<file path="config.mk">
export PLATFORM = sky130hd
export DESIGN_NAME = prm_front
export DESIGN_NICKNAME = d
export VERILOG_FILES = /design/src/hw/rtl/assert_macros.svh /design/src/hw/rtl/prm_pkg.sv /design/src/hw/rtl/prm_front.sv
export SDC_FILE = /design/constraint.sdc
export NUM_CORES = 1
export LEC_CHECK = 0
export BUFFER_PORTS_ARGS = -buffer_cell sky130_fd_sc_hd__buf_2
export CAP_MARGIN = 20
export CORE_MARGIN = 10
export CORE_UTILIZATION = 54
export CTS_BUF_LIST = sky130_fd_sc_hd__clkbuf_16
export CTS_CLUSTER_SIZE = 28
export DETAILED_ROUTE_END_ITERATION = 10
export HOLD_SLACK_MARGIN = 0.06
export PLACE_DENSITY = 0.75
export SLEW_MARGIN = 20
export SYNTH_ARGS = -nofsm -noshare
export SYNTH_HDL_FRONTEND = slang
export SYNTH_SLANG_ARGS = --single-unit
</file>
<file path="constraint.sdc">
create_clock -name clk -period 9.7 [get_ports clk]
set_input_delay 0.97 -clock clk [delete_from_list [all_inputs] [get_ports clk]]
set_output_delay 0.97 -clock clk [all_outputs]
set_load 0.1 [all_outputs]
</file>
<file path="src/hw/rtl/assert_macros.svh">
// Assertion helpers shared by the rate monitor RTL.
`ifndef ASSERT_MACROS_SVH
`define ASSERT_MACROS_SVH

// Property checked on every rising edge, off while reset is high.
`define ASSERT_CLK(lbl, clk, rst, prop, msg) \
  lbl: assert property (@(posedge clk) disable iff (rst) prop) else $error(msg);

// Condition that must never be true.
`define ASSERT_NEVER(lbl, clk, rst, cond, msg) \
  `ASSERT_CLK(lbl, clk, rst, !(cond), msg)

`endif

</file>
<file path="src/hw/rtl/prm_pkg.sv">
// ----------------------------------------------------------------------------
// prm_pkg
// Types, constants and codes shared by the per-host packet rate monitor.
// ----------------------------------------------------------------------------
`timescale 1ns / 1ps
`default_nettype none

package prm_pkg;

  localparam int TABLE_ENTRIES = 32;
  localparam int SLOT_W        = $clog2(TABLE_ENTRIES);
  localparam int RANGE_COUNT   = 4;
  localparam int QUEUE_DEPTH   = 2;
  localparam int QPTR_W        = 1;
  localparam int CFG_IDX_W     = 3;
  localparam int DIV_LANES     = 4;
  localparam int DIV_W         = 48;
  localparam int DIV_CNT_W     = 6;

  // Register indexes
  localparam logic [CFG_IDX_W-1:0] CFG_IDLE_TIMEOUT   = 3'd0;
  localparam logic [CFG_IDX_W-1:0] CFG_RATE_THRESHOLD = 3'd1;
  localparam logic [CFG_IDX_W-1:0] CFG_ALERT_INTERVAL = 3'd2;
  localparam logic [CFG_IDX_W-1:0] CFG_NET_RANGE_0    = 3'd3;

  localparam logic [63:0] RANGE_RESET = 64'hFFFF_FFFF_0000_0000;

  // Result kinds
  localparam logic [1:0] RK_STATUS = 2'd0;
  localparam logic [1:0] RK_ALERT  = 2'd1;
  localparam logic [1:0] RK_FLUSH  = 2'd2;

  // Packet status codes
  localparam logic [1:0] ST_IGNORED = 2'd0;
  localparam logic [1:0] ST_COUNTED = 2'd1;
  localparam logic [1:0] ST_FULL    = 2'd2;

  typedef struct packed {
    logic        kind;
    logic [31:0] src_address;
    logic [31:0] dst_address;
    logic [31:0] now_seconds;
    logic [15:0] captured_bytes;
  } item_t;

  typedef struct packed {
    logic [1:0]  result_kind;
    logic [1:0]  status;
    logic [31:0] host_address;
    logic [31:0] in_packet_rate;
    logic [31:0] out_packet_rate;
    logic [47:0] in_byte_rate;
    logic [47:0] out_byte_rate;
    logic        last;
  } result_t;

  // Classified item passed from front to back
  typedef struct packed {
    logic        flush;
    logic        counted;
    logic        outgoing;
    logic [31:0] addr;
    logic [31:0] now;
    logic [15:0] bytes;
  } cmd_t;

  typedef struct packed {
    logic [31:0] idle_timeout;
    logic [31:0] rate_threshold;
    logic [31:0] alert_interval;
  } cfg_t;

  // One table entry as kept in the counter RAM
  typedef struct packed {
    logic [31:0] last_seen;
    logic [31:0] last_alert;
    logic [31:0] in_packets;
    logic [31:0] out_packets;
    logic [47:0] in_bytes;
    logic [47:0] out_bytes;
  } entry_t;

endpackage

`default_nettype wire

</file>
<file path="src/hw/rtl/prm_front.sv">
// ----------------------------------------------------------------------------
// prm_front
// Configuration registers, item accept and internal range classification.
// ----------------------------------------------------------------------------
`timescale 1ns / 1ps
`default_nettype none

module prm_front (
  input  wire logic                            clk,
  input  wire logic                            rst,
  input  wire logic                            start,
  input  wire prm_pkg::item_t                  item,
  input  wire logic                            cfg_valid,
  input  wire logic [prm_pkg::CFG_IDX_W-1:0]   cfg_index,
  input  wire logic [63:0]                     cfg_data,
  input  wire logic                            full,
  output logic                                 cfg_ready,
  output logic                                 busy,
  output logic                                 push,
  output prm_pkg::cmd_t                        push_cmd,
  output prm_pkg::cfg_t                        cfg
);

  logic [63:0] net_range [prm_pkg::RANGE_COUNT];
  logic        src_int;
  logic        dst_int;

  assign cfg_ready = 1'b1;
  assign busy      = full;
  assign push      = start && !full;

  // Register writes
  always_ff @(posedge clk) begin
    if (rst) begin
      cfg.idle_timeout   <= 32'd300;
      cfg.rate_threshold <= 32'd10000;
      cfg.alert_interval <= 32'd3600;
      for (int r = 0; r < prm_pkg::RANGE_COUNT; r++) begin
        net_range[r] <= prm_pkg::RANGE_RESET;
      end
    end else if (cfg_valid) begin
      case (cfg_index)
        prm_pkg::CFG_IDLE_TIMEOUT:   cfg.idle_timeout   <= cfg_data[31:0];
        prm_pkg::CFG_RATE_THRESHOLD: cfg.rate_threshold <= cfg_data[31:0];
        prm_pkg::CFG_ALERT_INTERVAL: cfg.alert_interval <= cfg_data[31:0];
        default: begin
          for (int r = 0; r < prm_pkg::RANGE_COUNT; r++) begin
            if (cfg_index == prm_pkg::CFG_NET_RANGE_0 + prm_pkg::CFG_IDX_W'(r)) begin
              net_range[r] <= cfg_data;
            end
          end
        end
      endcase
    end
  end

  // Membership in any internal range
  always_comb begin
    src_int = 1'b0;
    dst_int = 1'b0;
    for (int r = 0; r < prm_pkg::RANGE_COUNT; r++) begin
      if (item.src_address >= net_range[r][63:32] &&
          item.src_address <= net_range[r][31:0]) begin
        src_int = 1'b1;
      end
      if (item.dst_address >= net_range[r][63:32] &&
          item.dst_address <= net_range[r][31:0]) begin
        dst_int = 1'b1;
      end
    end
  end

  // Classified command
  always_comb begin
    push_cmd.flush    = item.kind;
    push_cmd.counted  = src_int || dst_int;
    push_cmd.outgoing = src_int;
    push_cmd.addr     = src_int ? item.src_address : item.dst_address;
    push_cmd.now      = item.now_seconds;
    push_cmd.bytes    = item.captured_bytes;
  end

endmodule

`default_nettype wire

</file>
==> flow_summary.toml <==
[clocking]
cts-hold-fix-buffers = 0
cts_root_buf = "clkbuf_16"
post-cts-setup-buffer-count = 0
clk_pin_slew_ps = 60
cts_buffers = 40
htreeDepth = 2
tritoncts = "done"
clk_path_buf_depth = 3
clock_latency_ps = 560
cts_sinks = 352
cts-resized-gates = 0

[floorplanning]
die_area_um2 = 56300
io_pins = 367
initial_core_util_pct = 54.6
fp.dieW_um = 237
die_y_um = 237
core_area_um2 = 46700
rows = 79

[placement]
place.gp.congestion = 0.974
dp_hpwl_um = 60400
port_buffers = 267
placed_cell_area_um2 = 27100

[setup_path]
crit_path_end_kind = "primary output"
path_cells = "buf_2 -> ha_1 -> a211oi_1 -> o21ai_0 -> a221o_1 -> a2111oi_0 -> o21ai_0 -> nand3_1 -> and4_4 -> mux2i_1 -> buf_2"
required_ps = 8730
arrival_ps = 4960
critPathKind = "primary input to primary output"
worst_setup_path_start_kind = "primary input"
cp_slowest_cell = "and4_4"
path_max_fanout = 34
cp_slowest_stage_delay_ps = 700

[layout]
final_cell_mix = "512 x ha_1, 268 x nand2_1, 266 x inv_1, 266 x buf_2, 256 x edfxtp_1"
final_nets = 3494
syn2layout_area_growth_pct = 10.9
diodes = 0
layout-drive-gt1-share_pct = 13.8
fin_area_um2 = 28300
layout_commonest_cell = "ha_1"
finish.utilization_pct = 60.6

[route]
drt-pass1-iter-count = 6
drt-total-wl_um = 81300
wire_per_inst_um = 23.7
drc_errors = 0
final_antenna_net_count = 0
drt-vias-per-instance = 6.08
drt-initial-drc-count = 1739
via_count = 20900

[global_route]
track_usage_pct = 28.0
overflow = 0
grt_max_degree = 71
grt_pass1_vias = 21000
antenna_found_initial = 1
grt_pass1_wl_um = 122000

[timing]
fmax_mhz = 169
final.setup_skew_ps = 0
period_minus_slack_ps = 5930
slew_violations = 0
hold_viol_final = 0
rsz0062_at_grt = "false"
fin_tns_setup_ps = 0
setup_viol = 0
relSlewSlack_pct = 31.1
fin_crit_sh_pct = 61.2
worst_slew_pin_slew_ps = 1010

[yosys]
ys.flop_type = "edfxtp_1"
synth_cell_type_count = 58
syn_area_per_cell_um2 = 9.85
yosys_warnings = 0
synthArstFlopShare_pct = 0
ys_seq_area_share_pct = 37.7
synth_nets = 3286
ys_ff_latch = 352
synth-edff-count = 256
syn_inst = 2589
syn-cell-area_um2 = 25500

[power_and_ir_drop]
leakagePower_nw = 13.2
power.density_nw_per_um2 = 151
ir_drop_uv = 125

[hold_path]
min_path_type = "flip-flop to flip-flop"

[outcome]
status = "completed"

[job]
drv_cap = 0
path summary, 6_finish.rpt:
| kind | slack (ps) | start | end | cells past startpoint |
|---|---|---|---|---|
| setup / recovery | 3770 | item[97] | push_cmd[48] | 11 |
| hold / removal | 450 | cfg[32] | cfg[32] | 2 |
| setup reg to reg | 9060 | cfg[3] | cfg[3] | 2 |
| hold reg to reg | 450 | cfg[32] | cfg[32] | 2 |
state kept, by name (all words and copies together), names as in the netlist:
register / cells
cfg: 96
net_range: 256
worst max-delay path: cells and delay by family:
family,cells,cell delay (ps)
AOI/OAI and AO/OA,5,1620
and+or+nand+nor,2,870
buffers and inverters,2,760
muxes,1,410
adders and majority gates,1,300
cells by family (layout without fill, tap and decap cells):
family / Yosys count / after routing / share of synthesized area (%)
flops: 352 / 352 / 37.7
mux: 32 / 32 / 1.81
buf+inv: 373 / 611 / 6.48
simple gates: 826 / 826 / 17.0
other cells: 1 / 1 / 0.0147
compound gates: 493 / 493 / 11.9
fa+ha+maj: 512 / 512 / 25.1
synth_stat cells, types with 4 or more instances:
cell type    n  area [um^2]
mux2_4      27          405
ha_1       512         6410
mux2_2       4         45.0
and2_1     130          813
nor3_1      25          125
nand3b_1    13         97.6
and4_1      20          175
a21oi_1    238         1190
a31oi_1      6         37.5
o21ai_0     68          340
nand2b_1   111          694
and3_1       4         25.0
buf_4       52          390
nor2_1      55          206
nor4_1      14         87.6
nand2_1    268         1010
clkbuf_1    58          218
a2111oi_0   14          123
nand4_1     77          482
edfxtp_1   256         7690
dfxtp_1     96         1920
nand3_1     47          235
a21o_1      73          548
a221oi_1    10         87.6
a211oi_1    23          173
nor2b_1     20          125
inv_1      258          968
o211ai_1    15          113
or3_1       36          225
a221o_1      9         90.1
where the power goes:
group          switching, W  leakage (nW)  internal (W)
registers         0.0000273          3.29       0.00170
logic              0.000817          9.30      0.000351
clock network      0.000637         0.622      0.000753
total               0.00148          13.2       0.00280
metal layers:
| metal | GRT usage [%] | vias to the layer above | part of all wire (%) | wire length (um) |
|---|---|---|---|---|
| li1 | - | 9706 | - | - |
| met1 | 35.3 | 9934 | 41 | 33400 |
| met2 | 43.8 | 1010 | 44 | 35900 |
| met3 | 7.07 | 226 | 9.6 | 7800 |
| met4 | 14.3 | 2 | 5.1 | 4190 |
| met5 | 0 | - | 0.0086 | 7 |
stage by stage:
stage                     instances  hold slack (ps)  power, W  worst slack (ps)
after floorplan                2589              884   0.00266              4170
after global placement         3360              439   0.00285              3380
after detailed placement       3361              443   0.00290              3380
after CTS                      3433              452   0.00428              3360
after global routing           3434              469   0.00445              3580
final                          3434              452   0.00428              3770
cell type report:
| class | count | area, um^2 |
|---|---|---|
| Tap cell | 607 | 759 |
| Multi-Input combinational cell | 1864 | 14300 |
| Inverter | 258 | 968 |
| Timing Repair Buffer | 281 | 1480 |
| Fill cell | 3931 | 18400 |
| Clock buffer | 40 | 1000 |
| Clock inverter | 32 | 165 |
| Sequential cell | 352 | 9610 |
(Power assumes the default switching activity.)
