$ cat src/hw/rtl/assert_macros.svh
// Assertion helpers shared by the rate monitor RTL.
`ifndef ASSERT_MACROS_SVH
`define ASSERT_MACROS_SVH

// Property checked on every rising edge, off while reset is high.
`define ASSERT_CLK(lbl, clk, rst, prop, msg) \
  lbl: assert property (@(posedge clk) disable iff (rst) prop) else $error(msg);

// Condition that must never be true.
`define ASSERT_NEVER(lbl, clk, rst, cond, msg) \
  `ASSERT_CLK(lbl, clk, rst, !(cond), msg)

`endif

$ cat src/hw/rtl/prm_pkg.sv
// ----------------------------------------------------------------------------
// prm_pkg
// Types, constants and codes shared by the per-host packet rate monitor.
// ----------------------------------------------------------------------------
`timescale 1ns / 1ps
`default_nettype none

package prm_pkg;

  localparam int TABLE_ENTRIES = 32;
  localparam int SLOT_W        = $clog2(TABLE_ENTRIES);
  localparam int RANGE_COUNT   = 4;
  localparam int QUEUE_DEPTH   = 2;
  localparam int QPTR_W        = 1;
  localparam int CFG_IDX_W     = 3;
  localparam int DIV_LANES     = 4;
  localparam int DIV_W         = 48;
  localparam int DIV_CNT_W     = 6;

  // Register indexes
  localparam logic [CFG_IDX_W-1:0] CFG_IDLE_TIMEOUT   = 3'd0;
  localparam logic [CFG_IDX_W-1:0] CFG_RATE_THRESHOLD = 3'd1;
  localparam logic [CFG_IDX_W-1:0] CFG_ALERT_INTERVAL = 3'd2;
  localparam logic [CFG_IDX_W-1:0] CFG_NET_RANGE_0    = 3'd3;

  localparam logic [63:0] RANGE_RESET = 64'hFFFF_FFFF_0000_0000;

  // Result kinds
  localparam logic [1:0] RK_STATUS = 2'd0;
  localparam logic [1:0] RK_ALERT  = 2'd1;
  localparam logic [1:0] RK_FLUSH  = 2'd2;

  // Packet status codes
  localparam logic [1:0] ST_IGNORED = 2'd0;
  localparam logic [1:0] ST_COUNTED = 2'd1;
  localparam logic [1:0] ST_FULL    = 2'd2;

  typedef struct packed {
    logic        kind;
    logic [31:0] src_address;
    logic [31:0] dst_address;
    logic [31:0] now_seconds;
    logic [15:0] captured_bytes;
  } item_t;

  typedef struct packed {
    logic [1:0]  result_kind;
    logic [1:0]  status;
    logic [31:0] host_address;
    logic [31:0] in_packet_rate;
    logic [31:0] out_packet_rate;
    logic [47:0] in_byte_rate;
    logic [47:0] out_byte_rate;
    logic        last;
  } result_t;

  // Classified item passed from front to back
  typedef struct packed {
    logic        flush;
    logic        counted;
    logic        outgoing;
    logic [31:0] addr;
    logic [31:0] now;
    logic [15:0] bytes;
  } cmd_t;

  typedef struct packed {
    logic [31:0] idle_timeout;
    logic [31:0] rate_threshold;
    logic [31:0] alert_interval;
  } cfg_t;

  // One table entry as kept in the counter RAM
  typedef struct packed {
    logic [31:0] last_seen;
    logic [31:0] last_alert;
    logic [31:0] in_packets;
    logic [31:0] out_packets;
    logic [47:0] in_bytes;
    logic [47:0] out_bytes;
  } entry_t;

endpackage

`default_nettype wire

$ cat src/hw/rtl/prm_queue.sv
// ----------------------------------------------------------------------------
// prm_queue
// Short command queue between the classifying front and the table back end.
// ----------------------------------------------------------------------------
`timescale 1ns / 1ps
`default_nettype none
`include "assert_macros.svh"

module prm_queue (
  input  wire logic          clk,
  input  wire logic          rst,
  input  wire logic          push,
  input  wire prm_pkg::cmd_t push_cmd,
  input  wire logic          pop,
  output prm_pkg::cmd_t      head,
  output logic               empty,
  output logic               full
);

  prm_pkg::cmd_t                 q [prm_pkg::QUEUE_DEPTH];
  logic [prm_pkg::QPTR_W-1:0]    wr_ptr;
  logic [prm_pkg::QPTR_W-1:0]    rd_ptr;
  logic [prm_pkg::QPTR_W:0]      count;

  assign head  = q[rd_ptr];
  assign empty = (count == '0);
  assign full  = (count == (prm_pkg::QPTR_W+1)'(prm_pkg::QUEUE_DEPTH));

  // Storage
  always_ff @(posedge clk) begin
    if (push) begin
      q[wr_ptr] <= push_cmd;
    end
  end

  // Pointers and fill count
  always_ff @(posedge clk) begin
    if (rst) begin
      wr_ptr <= '0;
      rd_ptr <= '0;
      count  <= '0;
    end else begin
      if (push) begin
        wr_ptr <= wr_ptr + 1'b1;
      end
      if (pop) begin
        rd_ptr <= rd_ptr + 1'b1;
      end
      if (push && !pop) begin
        count <= count + 1'b1;
      end else if (pop && !push) begin
        count <= count - 1'b1;
      end
    end
  end

  `ASSERT_NEVER(a_no_overflow, clk, rst, push && full && !pop, "queue overflow")
  `ASSERT_NEVER(a_no_underflow, clk, rst, pop && empty, "queue underflow")

endmodule

`default_nettype wire

$ cat config.mk
export PLATFORM = sky130hd
export DESIGN_NAME = prm_queue
export DESIGN_NICKNAME = d
export VERILOG_FILES = /design/src/hw/rtl/prm_pkg.sv /design/src/hw/rtl/prm_queue.sv
export VERILOG_INCLUDE_DIRS = /design/src /design/src/hw/rtl
export SDC_FILE = /design/constraint.sdc
export NUM_CORES = 1
export LEC_CHECK = 0
export BUFFER_PORTS_ARGS = -buffer_cell sky130_fd_sc_hd__buf_2
export CORE_MARGIN = 2
export CORE_UTILIZATION = 40
export DETAILED_ROUTE_END_ITERATION = 12
export PLACE_DENSITY = 0.74
export SLEW_MARGIN = 20
export SYNTH_ARGS = -nofsm -noshare
export SYNTH_HDL_FRONTEND = slang
export SYNTH_SLANG_ARGS = --single-unit
$ cat constraint.sdc
create_clock -name clk -period 5.3 [get_ports clk]
set_input_delay 0.265 -clock clk [delete_from_list [all_inputs] [get_ports clk]]
set_output_delay 0.265 -clock clk [all_outputs]
set_load 0.005 [all_outputs]
==> reports/qor.yml, run 1 <==
critical_path:
  path_buf_inv: 2
  worstPathArrival_ns: 1.98
  required_ns: 5.04
  cp-end-kind: "output port"
  path_delay_family: "flip-flops"
  path_cells: "buf_16 -> mux2_2 -> buf_2"
  r2r_end: "q[0][16]"
  startpoint_type: "register"
  critical_path.slowest_cell: "dfxtp_4"
  regToRegSetupSlack_ns: 3.22
  r2r_cells: 2
  critPathMaxStageDelay_ns: 0.70
  rr_startpoint: "wr_ptr"
  cp_max_fo: 45
  crit_type: "register to output port"
layout:
  nets: 552
  area_delta_synth_final_pct: 25.7
  fin_area_sq_um: 7820
  nFillCells: 1268
  antenna_cells: 0
  final_layout_size_suffix_gt1_share_pct: 60.2
route:
  initialDrtViolationCount: 152
  viasPerCell: 4.75
  drcViolationCount: 0
  wl_per_cell_um: 16.4
  vias: 3162
  drtPass1Iterations: 6
  drt_wl_total_mm: 10.9
  drt.antenna.violating_nets: 0
cts:
  cts_buffer_depth: 2
  htreeDepth: 4
  ctsResizeCount: 0
  cts_buffers: 17
  post_cts_buffers: 0
  cts.sinks: 171
  clock-root-buffer: "clkbuf_16"
  cts_tree: "built"
  holdBufCountCts: 0
  clk_pin_slew_ns: 0.06
  clock_latency_ns: 0.41
logic_synthesis:
  netlist_instances: 280
  async_flop_share_pct: 0
  synth_edf_count: 166
  syn_avg_cell_area_sq_um: 22.2
  ys_top_cells_by_area: "edfxtp_1 80%, mux2_2 15%, dfxtp_1 1.6%"
  yosysMostFrequentCell: "edfxtp_1"
  ys_warn_count: 0
  yosysUniqueCellTypes: 17
  synthTopCellsByCount: "166 x edfxtp_1, 83 x mux2_2, 7 x buf_6, 5 x dfxtp_1, 5 x nor2_1"
  synth_top_cell_by_area: "edfxtp_1"
  syn_area_sq_um: 6220
  yosysTopAreaCellShare_pct: 80.2
  ys_ff_latch: 171
  synth_ff_type: "edfxtp_1"
  syn-num-nets: 368
  ys_seq_area_share_pct: 81.8
global_route:
  globalRouteMet3Util_pct: 5.36
  overflow: 0
  grt_max_degree: 84
  grtUsageMet1_pct: 16.0
  gr-usage-met2_pct: 21.5
  grt_pass1_wl_mm: 16.2
  busiest_layer: "met2"
  first_global_vias: 3263
  grt_util_all_layers_pct: 13.3
  grt_antenna_before_repair: 0
sta:
  period_needed_ns: 2.24
  timing.final.max_slew_violations: 0
  slew_headroom_pct: 41.4
  fmaxAchievable_mhz: 446
  period_share_pct: 42.3
  finalSetupViolations: 0
  fin_tns_setup_ns: 0
  fin_ws_ns: 3.06
  finClkSkew_ns: 0.00611
  worst_pin_slew_ns: 0.879
  rsz0062_at_grt: "no"
  hold_viol: 0
power:
  powerDensity_nw_per_um2: 381
  switching_power_w: 0.000625
  seqPwrFrac_pct: 54.1
  peakVddDrop_v: 0.000191
  p_int_w: 0.00235
  pwr-share-clk_pct: 36.4
  pwr-share-comb_pct: 9.5
  sw_frac_of_total_pct: 21.0
  leakage_nw: 2.91
die:
  std_cell_rows: 45
  core_sq_um: 15200
  die_y_um: 129
  die_area_sq_um: 16600
  die_w_um: 129
  io-pin-count: 172
  start_util_pct: 40.9
placed_design:
  place_area_sq_um: 7240
  gp_congestion: 0.680
  port_buffers: 171
  dp_hpwl_mm: 6.78
  pre_cts_ws_ns: 3.06
worst_hold_path:
  hold_start: "push_cmd[53]"
  min_to: "q[0][53]"
  hold_class: "primary input to register"
  holdPathStages: 1
status:
  status: "completed"
flow_run:
  drv_cap: 0
worst max path at each step:
stage	from	end	slack, ns	depth (start not counted)
final	register	head[15]	3.06	3
after global routing	register	head[15]	2.91	3
after CTS	register	head[14]	2.85	2
after detailed placement	push	q[0][76]	3.06	3
after global placement	push	q[0][55]	3.11	3
after floorplan	wr_ptr	q[0][0]	0.76	1
sequential cells by signal, summed over array words and instances, names as in the netlist, named ones only:
signal  count
rd_ptr      1
q         166
wr_ptr      1
count       2
metrics by stage:
| step | util (%) | total power [W] | hold WS [ns] | std cells |
|---|---|---|---|---|
| 2_1_floorplan | - | 0.00179 | 0.334 | 280 |
| 3_3_place_gp | 47.6 | 0.00191 | 0.452 | 631 |
| 3_5_place_dp | 47.6 | 0.00192 | 0.457 | 631 |
| 4_1_cts | 51.0 | 0.00301 | 0.0163 | 663 |
| 5_1_grt | 51.4 | 0.00310 | 0.0110 | 665 |
| 6_report | 51.4 | 0.00297 | 0.0387 | 665 |
power groups by stage:
stage	logic, W	registers [W]	clock network (W)
2_1_floorplan	0.000162	0.00163	0
3_3_place_gp	0.000260	0.00165	0
3_5_place_dp	0.000267	0.00165	0
4_1_cts	0.000269	0.00162	0.00111
5_1_grt	0.000310	0.00162	0.00117
6_report	0.000282	0.00161	0.00108
metal layers:
metal | part of all wire, % | wire length, um | vias to the layer above
li1 | - | - | 1472
met1 | 44 | 4740 | 1574
met2 | 50 | 5400 | 105
met3 | 5.7 | 623 | 11
met4 | 1.2 | 131 | 0
met5 | 0 | 0 | -
placed cells by master, fill, tap and decap left out, drive strengths merged:
cell type,synthesis,layout
a21oi,1,1
and2,1,1
and2b,1,1
buf,9,174
clkbuf,0,25
clkinv,0,3
clkinvlp,0,4
dfxtp,5,5
edfxtp,166,166
ha,1,1
inv,1,1
mux2,83,83
nor2,5,5
nor2b,1,1
o21ai,1,1
or3,1,1
xnor2,2,2
xor2,2,2
final cells by class:
cell class | instances | area [sq um] | area share [%]
tap | 188 | 235 | 3.01
inverter | 1 | 3.75 | 0.0480
clock buffer | 25 | 475 | 6.08
sequential | 171 | 5090 | 65.1
timing repair buffer | 174 | 918 | 11.8
clock inverter | 7 | 45.0 | 0.576
multi-input combinational | 99 | 1050 | 13.4
logic make-up (layout without fill, tap and decap cells):
family	after synthesis	in the layout	synth area share, %
AO/OA/AOI/OAI	2	2	0.161
XOR/XNOR	4	4	0.563
adder cells (fa/ha/maj)	1	1	0.201
buffers and inverters	10	207	1.53
flip-flops	171	171	81.8
multiplexers	83	83	15.0
AND/OR/NAND/NOR	9	9	0.745
No activity file was read; power rests on OpenSTA's default activity.
==> inputs of run 2 (changes only) <==
--- a/config.mk
+++ b/config.mk
@@ -10,7 +10,7 @@
 export CORE_MARGIN = 2
 export CORE_UTILIZATION = 40
 export DETAILED_ROUTE_END_ITERATION = 12
-export PLACE_DENSITY = 0.74
+export PLACE_DENSITY = 0.76
 export SLEW_MARGIN = 20
 export SYNTH_ARGS = -nofsm -noshare
 export SYNTH_HDL_FRONTEND = slang
==> constraint.sdc (replaced) <==
create_clock -name clk -period 1.92 [get_ports clk]
set_input_delay 0.096 -clock clk [delete_from_list [all_inputs] [get_ports clk]]
set_output_delay 0.096 -clock clk [all_outputs]
set_load 0.005 [all_outputs]
==> reports/qor.yml, run 2 (synthesized netlist as in run 1, its figures left out) <==
status:
  status: "completed"
power:
  p_int_w: 0.00710
  pwr-share-clk_pct: 39.7
  seqPwrFrac_pct: 49.5
  peakVddDrop_v: 0.000635
  sw_frac_of_total_pct: 20.3
  pwr-share-comb_pct: 10.8
  switching_power_w: 0.00181
  powerDensity_nw_per_um2: 1020
  leakage_nw: 3.33
global_route:
  grt_max_degree: 84
  grt_pass1_wl_mm: 18.3
  overflow: 0
  grt_antenna_before_repair: 1
  grt_util_all_layers_pct: 14.7
  first_global_vias: 3740
critical_path:
  critical_path.slowest_cell: "mux2_2"
  startpoint_type: "register"
  path_cells: "buf_12 -> mux2_2 -> buf_2"
  required_ns: 1.82
  rr_startpoint: "wr_ptr"
  worstPathArrival_ns: 1.73
  r2r_end: "q[1][36]"
  crit_cells: 3
  crit_type: "register to output port"
  regToRegSetupSlack_ns: 0.56
  path_delay_family: "buffers and inverters"
  cp_max_fo: 83
  critPathMaxStageDelay_ns: 0.40
  cp-end-kind: "output port"
  path_buf_inv: 2
  r2r_cells: 2
route:
  wl_per_cell_um: 16.2
  drtPass1Iterations: 4
  drcViolationCount: 0
  vias: 3526
  viasPerCell: 4.70
  drt_wl_total_mm: 12.2
  initialDrtViolationCount: 155
  drt.antenna.violating_nets: 0
worst_hold_path:
  hold_class: "primary input to register"
  hold_start: "push"
  min_to: "count[0]"
  holdPathStages: 4
die:
  start_util_pct: 40.9
  core_sq_um: 15200
  io-pin-count: 172
  std_cell_rows: 45
  die_y_um: 129
  die_area_sq_um: 16600
  die_w_um: 129
sta:
  fin_tns_setup_ns: 0
  rsz0062_at_grt: "no"
  finalSetupViolations: 0
  worst_pin_slew_ns: 0.533
  fin_ws_ns: 0.0988
  period_needed_ns: 1.82
  slew_headroom_pct: 64.5
  timing.final.max_slew_violations: 0
  fmaxAchievable_mhz: 549
  period_share_pct: 94.9
  finClkSkew_ns: 0.00329
  hold_viol: 0
layout:
  largestRegisters: "q: 166 flops, count: 2 flops"
  top_register: "q"
  fin_cells: 751
  area_delta_synth_final_pct: 41.1
  final_layout_size_suffix_gt1_share_pct: 51.7
  final_common_cell: "buf_2"
  nets: 638
  largest_reg_flops: 166
  final_cell_mix: "171 x buf_2, 166 x edfxtp_1, 86 x dlygate4sd3_1, 83 x mux2_2, 17 x clkbuf_16"
  antenna_cells: 0
cts:
  clock-root-buffer: "clkbuf_16"
  cts.sinks: 171
  clock_latency_ns: 0.41
  clk_pin_slew_ns: 0.06
  holdBufCountCts: 86
  htreeDepth: 4
  cts_tree: "built"
  cts_buffers: 17
  ctsResizeCount: 0
  cts_buffer_depth: 2
  post_cts_buffers: 0
placed_design:
  gp_congestion: 0.694
  pre_cts_ws_ns: 0.534
  port_buffers: 171
  placed_cells: 633
  dp_hpwl_mm: 6.62
flow_run:
  drv_cap: 0
[run 2: cell types whose count changed in the layout (fill, tap and decap cells not counted), moves of 2 or more]
cell           delta
clkinvlp_4        -3
dlygate4sd3_1    +86
clkbuf_1          -3
clkinv_4          +3
buf_16            -2
bufinv_16         +4
buf_12            +3
[run 2: layer usage]
metal,share of wire (%),wire length [um],GRT usage [%],vias up
met5,0.13,16,0,-
met4,1.8,214,5.82,2
met3,5.9,723,5.20,24
met2,51,6250,25.6,120
met1,41,4960,16.5,1733
li1,-,-,-,1647
[run 2: worst max path at each step]
stage	endpoint
finish	head[57]
global route	head[58]
CTS	head[36]
detailed placement	head[36]
global placement	head[36]
floorplan	q[0][0]
[run 2: worst reg2reg max path, cell delays in order, from the launching register on]
cell     delay, ns
dfxtp_2       0.37
and2_4        0.16
buf_12        0.33
[run 2: power groups by stage]
stage                     clock (W)  combinational [W]  sequential, W
after floorplan                   0           0.000450        0.00447
after global placement            0           0.000804        0.00447
after detailed placement          0           0.000821        0.00449
after CTS                   0.00363           0.000965        0.00441
after global routing        0.00378            0.00104        0.00443
final                       0.00354           0.000959        0.00441
[run 2: layout make-up]
| type | count | area (sq um) |
|---|---|---|
| fill | 1142 | 6430 |
| clock inverter | 11 | 169 |
| tap | 188 | 235 |
| inverter | 1 | 3.75 |
| clock buffer | 21 | 450 |
| sequential | 171 | 5090 |
| multi-input combinational | 99 | 1050 |
| timing repair buffer | 260 | 1780 |
[run 2: per-stage QoR]
stage                     hold WS [ns]  area, sq um  total power [W]  utilization (%)
after global placement           0.283         7290          0.00528             48.0
after CTS                        0.177         8770          0.00901             57.7
after detailed placement         0.288         7290          0.00531             48.0
after floorplan                  0.161         6230          0.00492                -
after global routing             0.196         8770          0.00925             57.7
final                            0.199         8770          0.00891             57.7
==> inputs of run 3 (changes only) <==
--- a/config.mk
+++ b/config.mk
@@ -6,12 +6,13 @@
 export SDC_FILE = /design/constraint.sdc
 export NUM_CORES = 1
 export LEC_CHECK = 0
-export BUFFER_PORTS_ARGS = -buffer_cell sky130_fd_sc_hd__buf_2
+export BUFFER_PORTS_ARGS = -buffer_cell sky130_fd_sc_hd__buf_4
 export CORE_MARGIN = 2
-export CORE_UTILIZATION = 40
+export CORE_UTILIZATION = 47
 export DETAILED_ROUTE_END_ITERATION = 12
-export PLACE_DENSITY = 0.76
+export PLACE_DENSITY = 0.86
 export SLEW_MARGIN = 20
 export SYNTH_ARGS = -nofsm -noshare
 export SYNTH_HDL_FRONTEND = slang
 export SYNTH_SLANG_ARGS = --single-unit
+export TNS_END_PERCENT = 10
==> reports/qor.yml, run 3 (synthesized netlist as in run 1, its figures left out) <==
sta:
  finalSetupViolations: 0
  timing.final.max_slew_violations: 0
  slew_headroom_pct: 76.2
  whs_ns: 0.148
  hold_viol: 0
  fmaxAchievable_mhz: 582
  period_share_pct: 89.6
  finClkSkew_ns: 0.00396
  worst_pin_slew_ns: 0.357
  period_needed_ns: 1.72
  fin_tns_setup_ns: 0
  rsz0062_at_grt: "no"
flow_run:
  drv_cap: 0
critical_path:
  path_buf_inv: 2
  critPathMaxStageDelay_ns: 0.45
  worstPathArrival_ns: 1.62
  cp_max_fo: 32
  path_delay_family: "flip-flops"
  path_cells: "buf_12 -> mux2_2 -> buf_4"
  startpoint_type: "register"
  r2r_end: "wr_ptr"
  r2r_cells: 3
  cp-end-kind: "output port"
  regToRegSetupSlack_ns: 0.70
  critical_path.slowest_cell: "dfxtp_4"
  rr_startpoint: "wr_ptr"
  crit_type: "register to output port"
  required_ns: 1.82
placed_design:
  gp_congestion: 0.724
  dp_hpwl_mm: 7.46
  place_area_sq_um: 7750
  port_buffers: 171
worst_hold_path:
  hold_class: "primary input to register"
  hold_start: "push"
  min_to: "count[0]"
  holdPathStages: 4
global_route:
  first_global_vias: 3973
  grt_max_degree: 58
  grt_util_all_layers_pct: 19.1
  grt_antenna_before_repair: 0
  grt_pass1_wl_mm: 20.2
  overflow: 0
die:
  die_area_sq_um: 14200
  core_sq_um: 13100
  std_cell_rows: 42
  io-pin-count: 172
  die_w_um: 119
  start_util_pct: 47.5
  die_y_um: 119
route:
  vias: 3604
  drt.antenna.violating_nets: 0
  viasPerCell: 4.82
  drtPass1Iterations: 4
  initialDrtViolationCount: 206
  drcViolationCount: 0
  wl_per_cell_um: 17.4
  drt_wl_total_mm: 13.0
layout:
  top_register: "q"
  antenna_cells: 0
  final_common_cell: "buf_4"
  utilization_pct: 70.7
  area_delta_synth_final_pct: 48.8
  fin_area_sq_um: 9250
  final_cell_mix: "178 x buf_4, 166 x edfxtp_1, 86 x dlygate4sd3_1, 83 x mux2_2, 17 x clkbuf_16"
  largestRegisters: "q: 166 flops, count: 2 flops"
  final_layout_size_suffix_gt1_share_pct: 52.9
  largest_reg_flops: 166
  nets: 646
cts:
  clock_latency_ns: 0.41
  clk_pin_slew_ns: 0.06
  htreeDepth: 4
  cts_buffer_depth: 2
  cts_buffers: 17
  cts_tree: "built"
  cts.sinks: 171
  clock-root-buffer: "clkbuf_16"
power:
  leakage_nw: 3.52
  power.total_w: 0.00906
  peakVddDrop_v: 0.000661
  powerDensity_nw_per_um2: 979
status:
  status: "completed"
run 3: cell count changes in the layout (fill, tap and decap cells not counted), sizes merged:
cell,before,now
inv,1,7
clkinvlp,1,2
bufinv,4,3
buf,174,182
clkinv,6,4
clkbuf,21,17
run 3: per-layer routing:
metal	track usage (%)	up-vias	wire length [um]
met5	0	-	0
met4	9.15	0	355
met3	6.08	32	796
met2	35.1	133	7220
met1	19.4	1777	4660
li1	-	1662	-
run 3: report_power, final:
part           leakage [nW]  internal [W]  switching, W
Combinational          1.62      0.000708      0.000451
Sequential             1.60       0.00435     0.0000695
Clock                 0.295       0.00207       0.00141
Total                  3.52       0.00713       0.00193
run 3: worst max-delay path by stage:
stage	from	end	cells past startpoint
finish	register	head[63]	3
global placement	register	head[63]	3
global route	register	head[30]	3
floorplan	wr_ptr	q[0][0]	1
detailed placement	register	head[46]	3
CTS	register	head[63]	3
run 3: worst register-to-register path, stage by stage (launching register included):
cell	delay (ns)
dfxtp_2	0.34
xnor2_1	0.16
nor2_1	0.05
dlygate4sd3_1	0.55
run 3: what timing repair did:
item | CTS | global route
setup endpoints to repair | 0 | 1
endpoints found under the hold margin | 171 | 0
buffers inserted | 0 | 4
hold buffers | 86 | 0
gates resized for setup | 0 | 0
run 3: per-stage QoR:
stage	instances	setup slack [ns]
after floorplan	280	-0.0615
after global placement	625	0.526
after detailed placement	625	0.516
after CTS	743	0.0567
after global routing	747	0.102
final	747	0.201
run 3: area by class of cell:
cell class | instances | area, sq um
Sequential cell | 171 | 5090
Fill cell | 792 | 3830
Timing Repair Buffer | 268 | 2280
Multi-Input combinational cell | 99 | 1050
Clock buffer | 17 | 425
Tap cell | 176 | 220
Clock inverter | 15 | 185
Inverter | 1 | 3.75
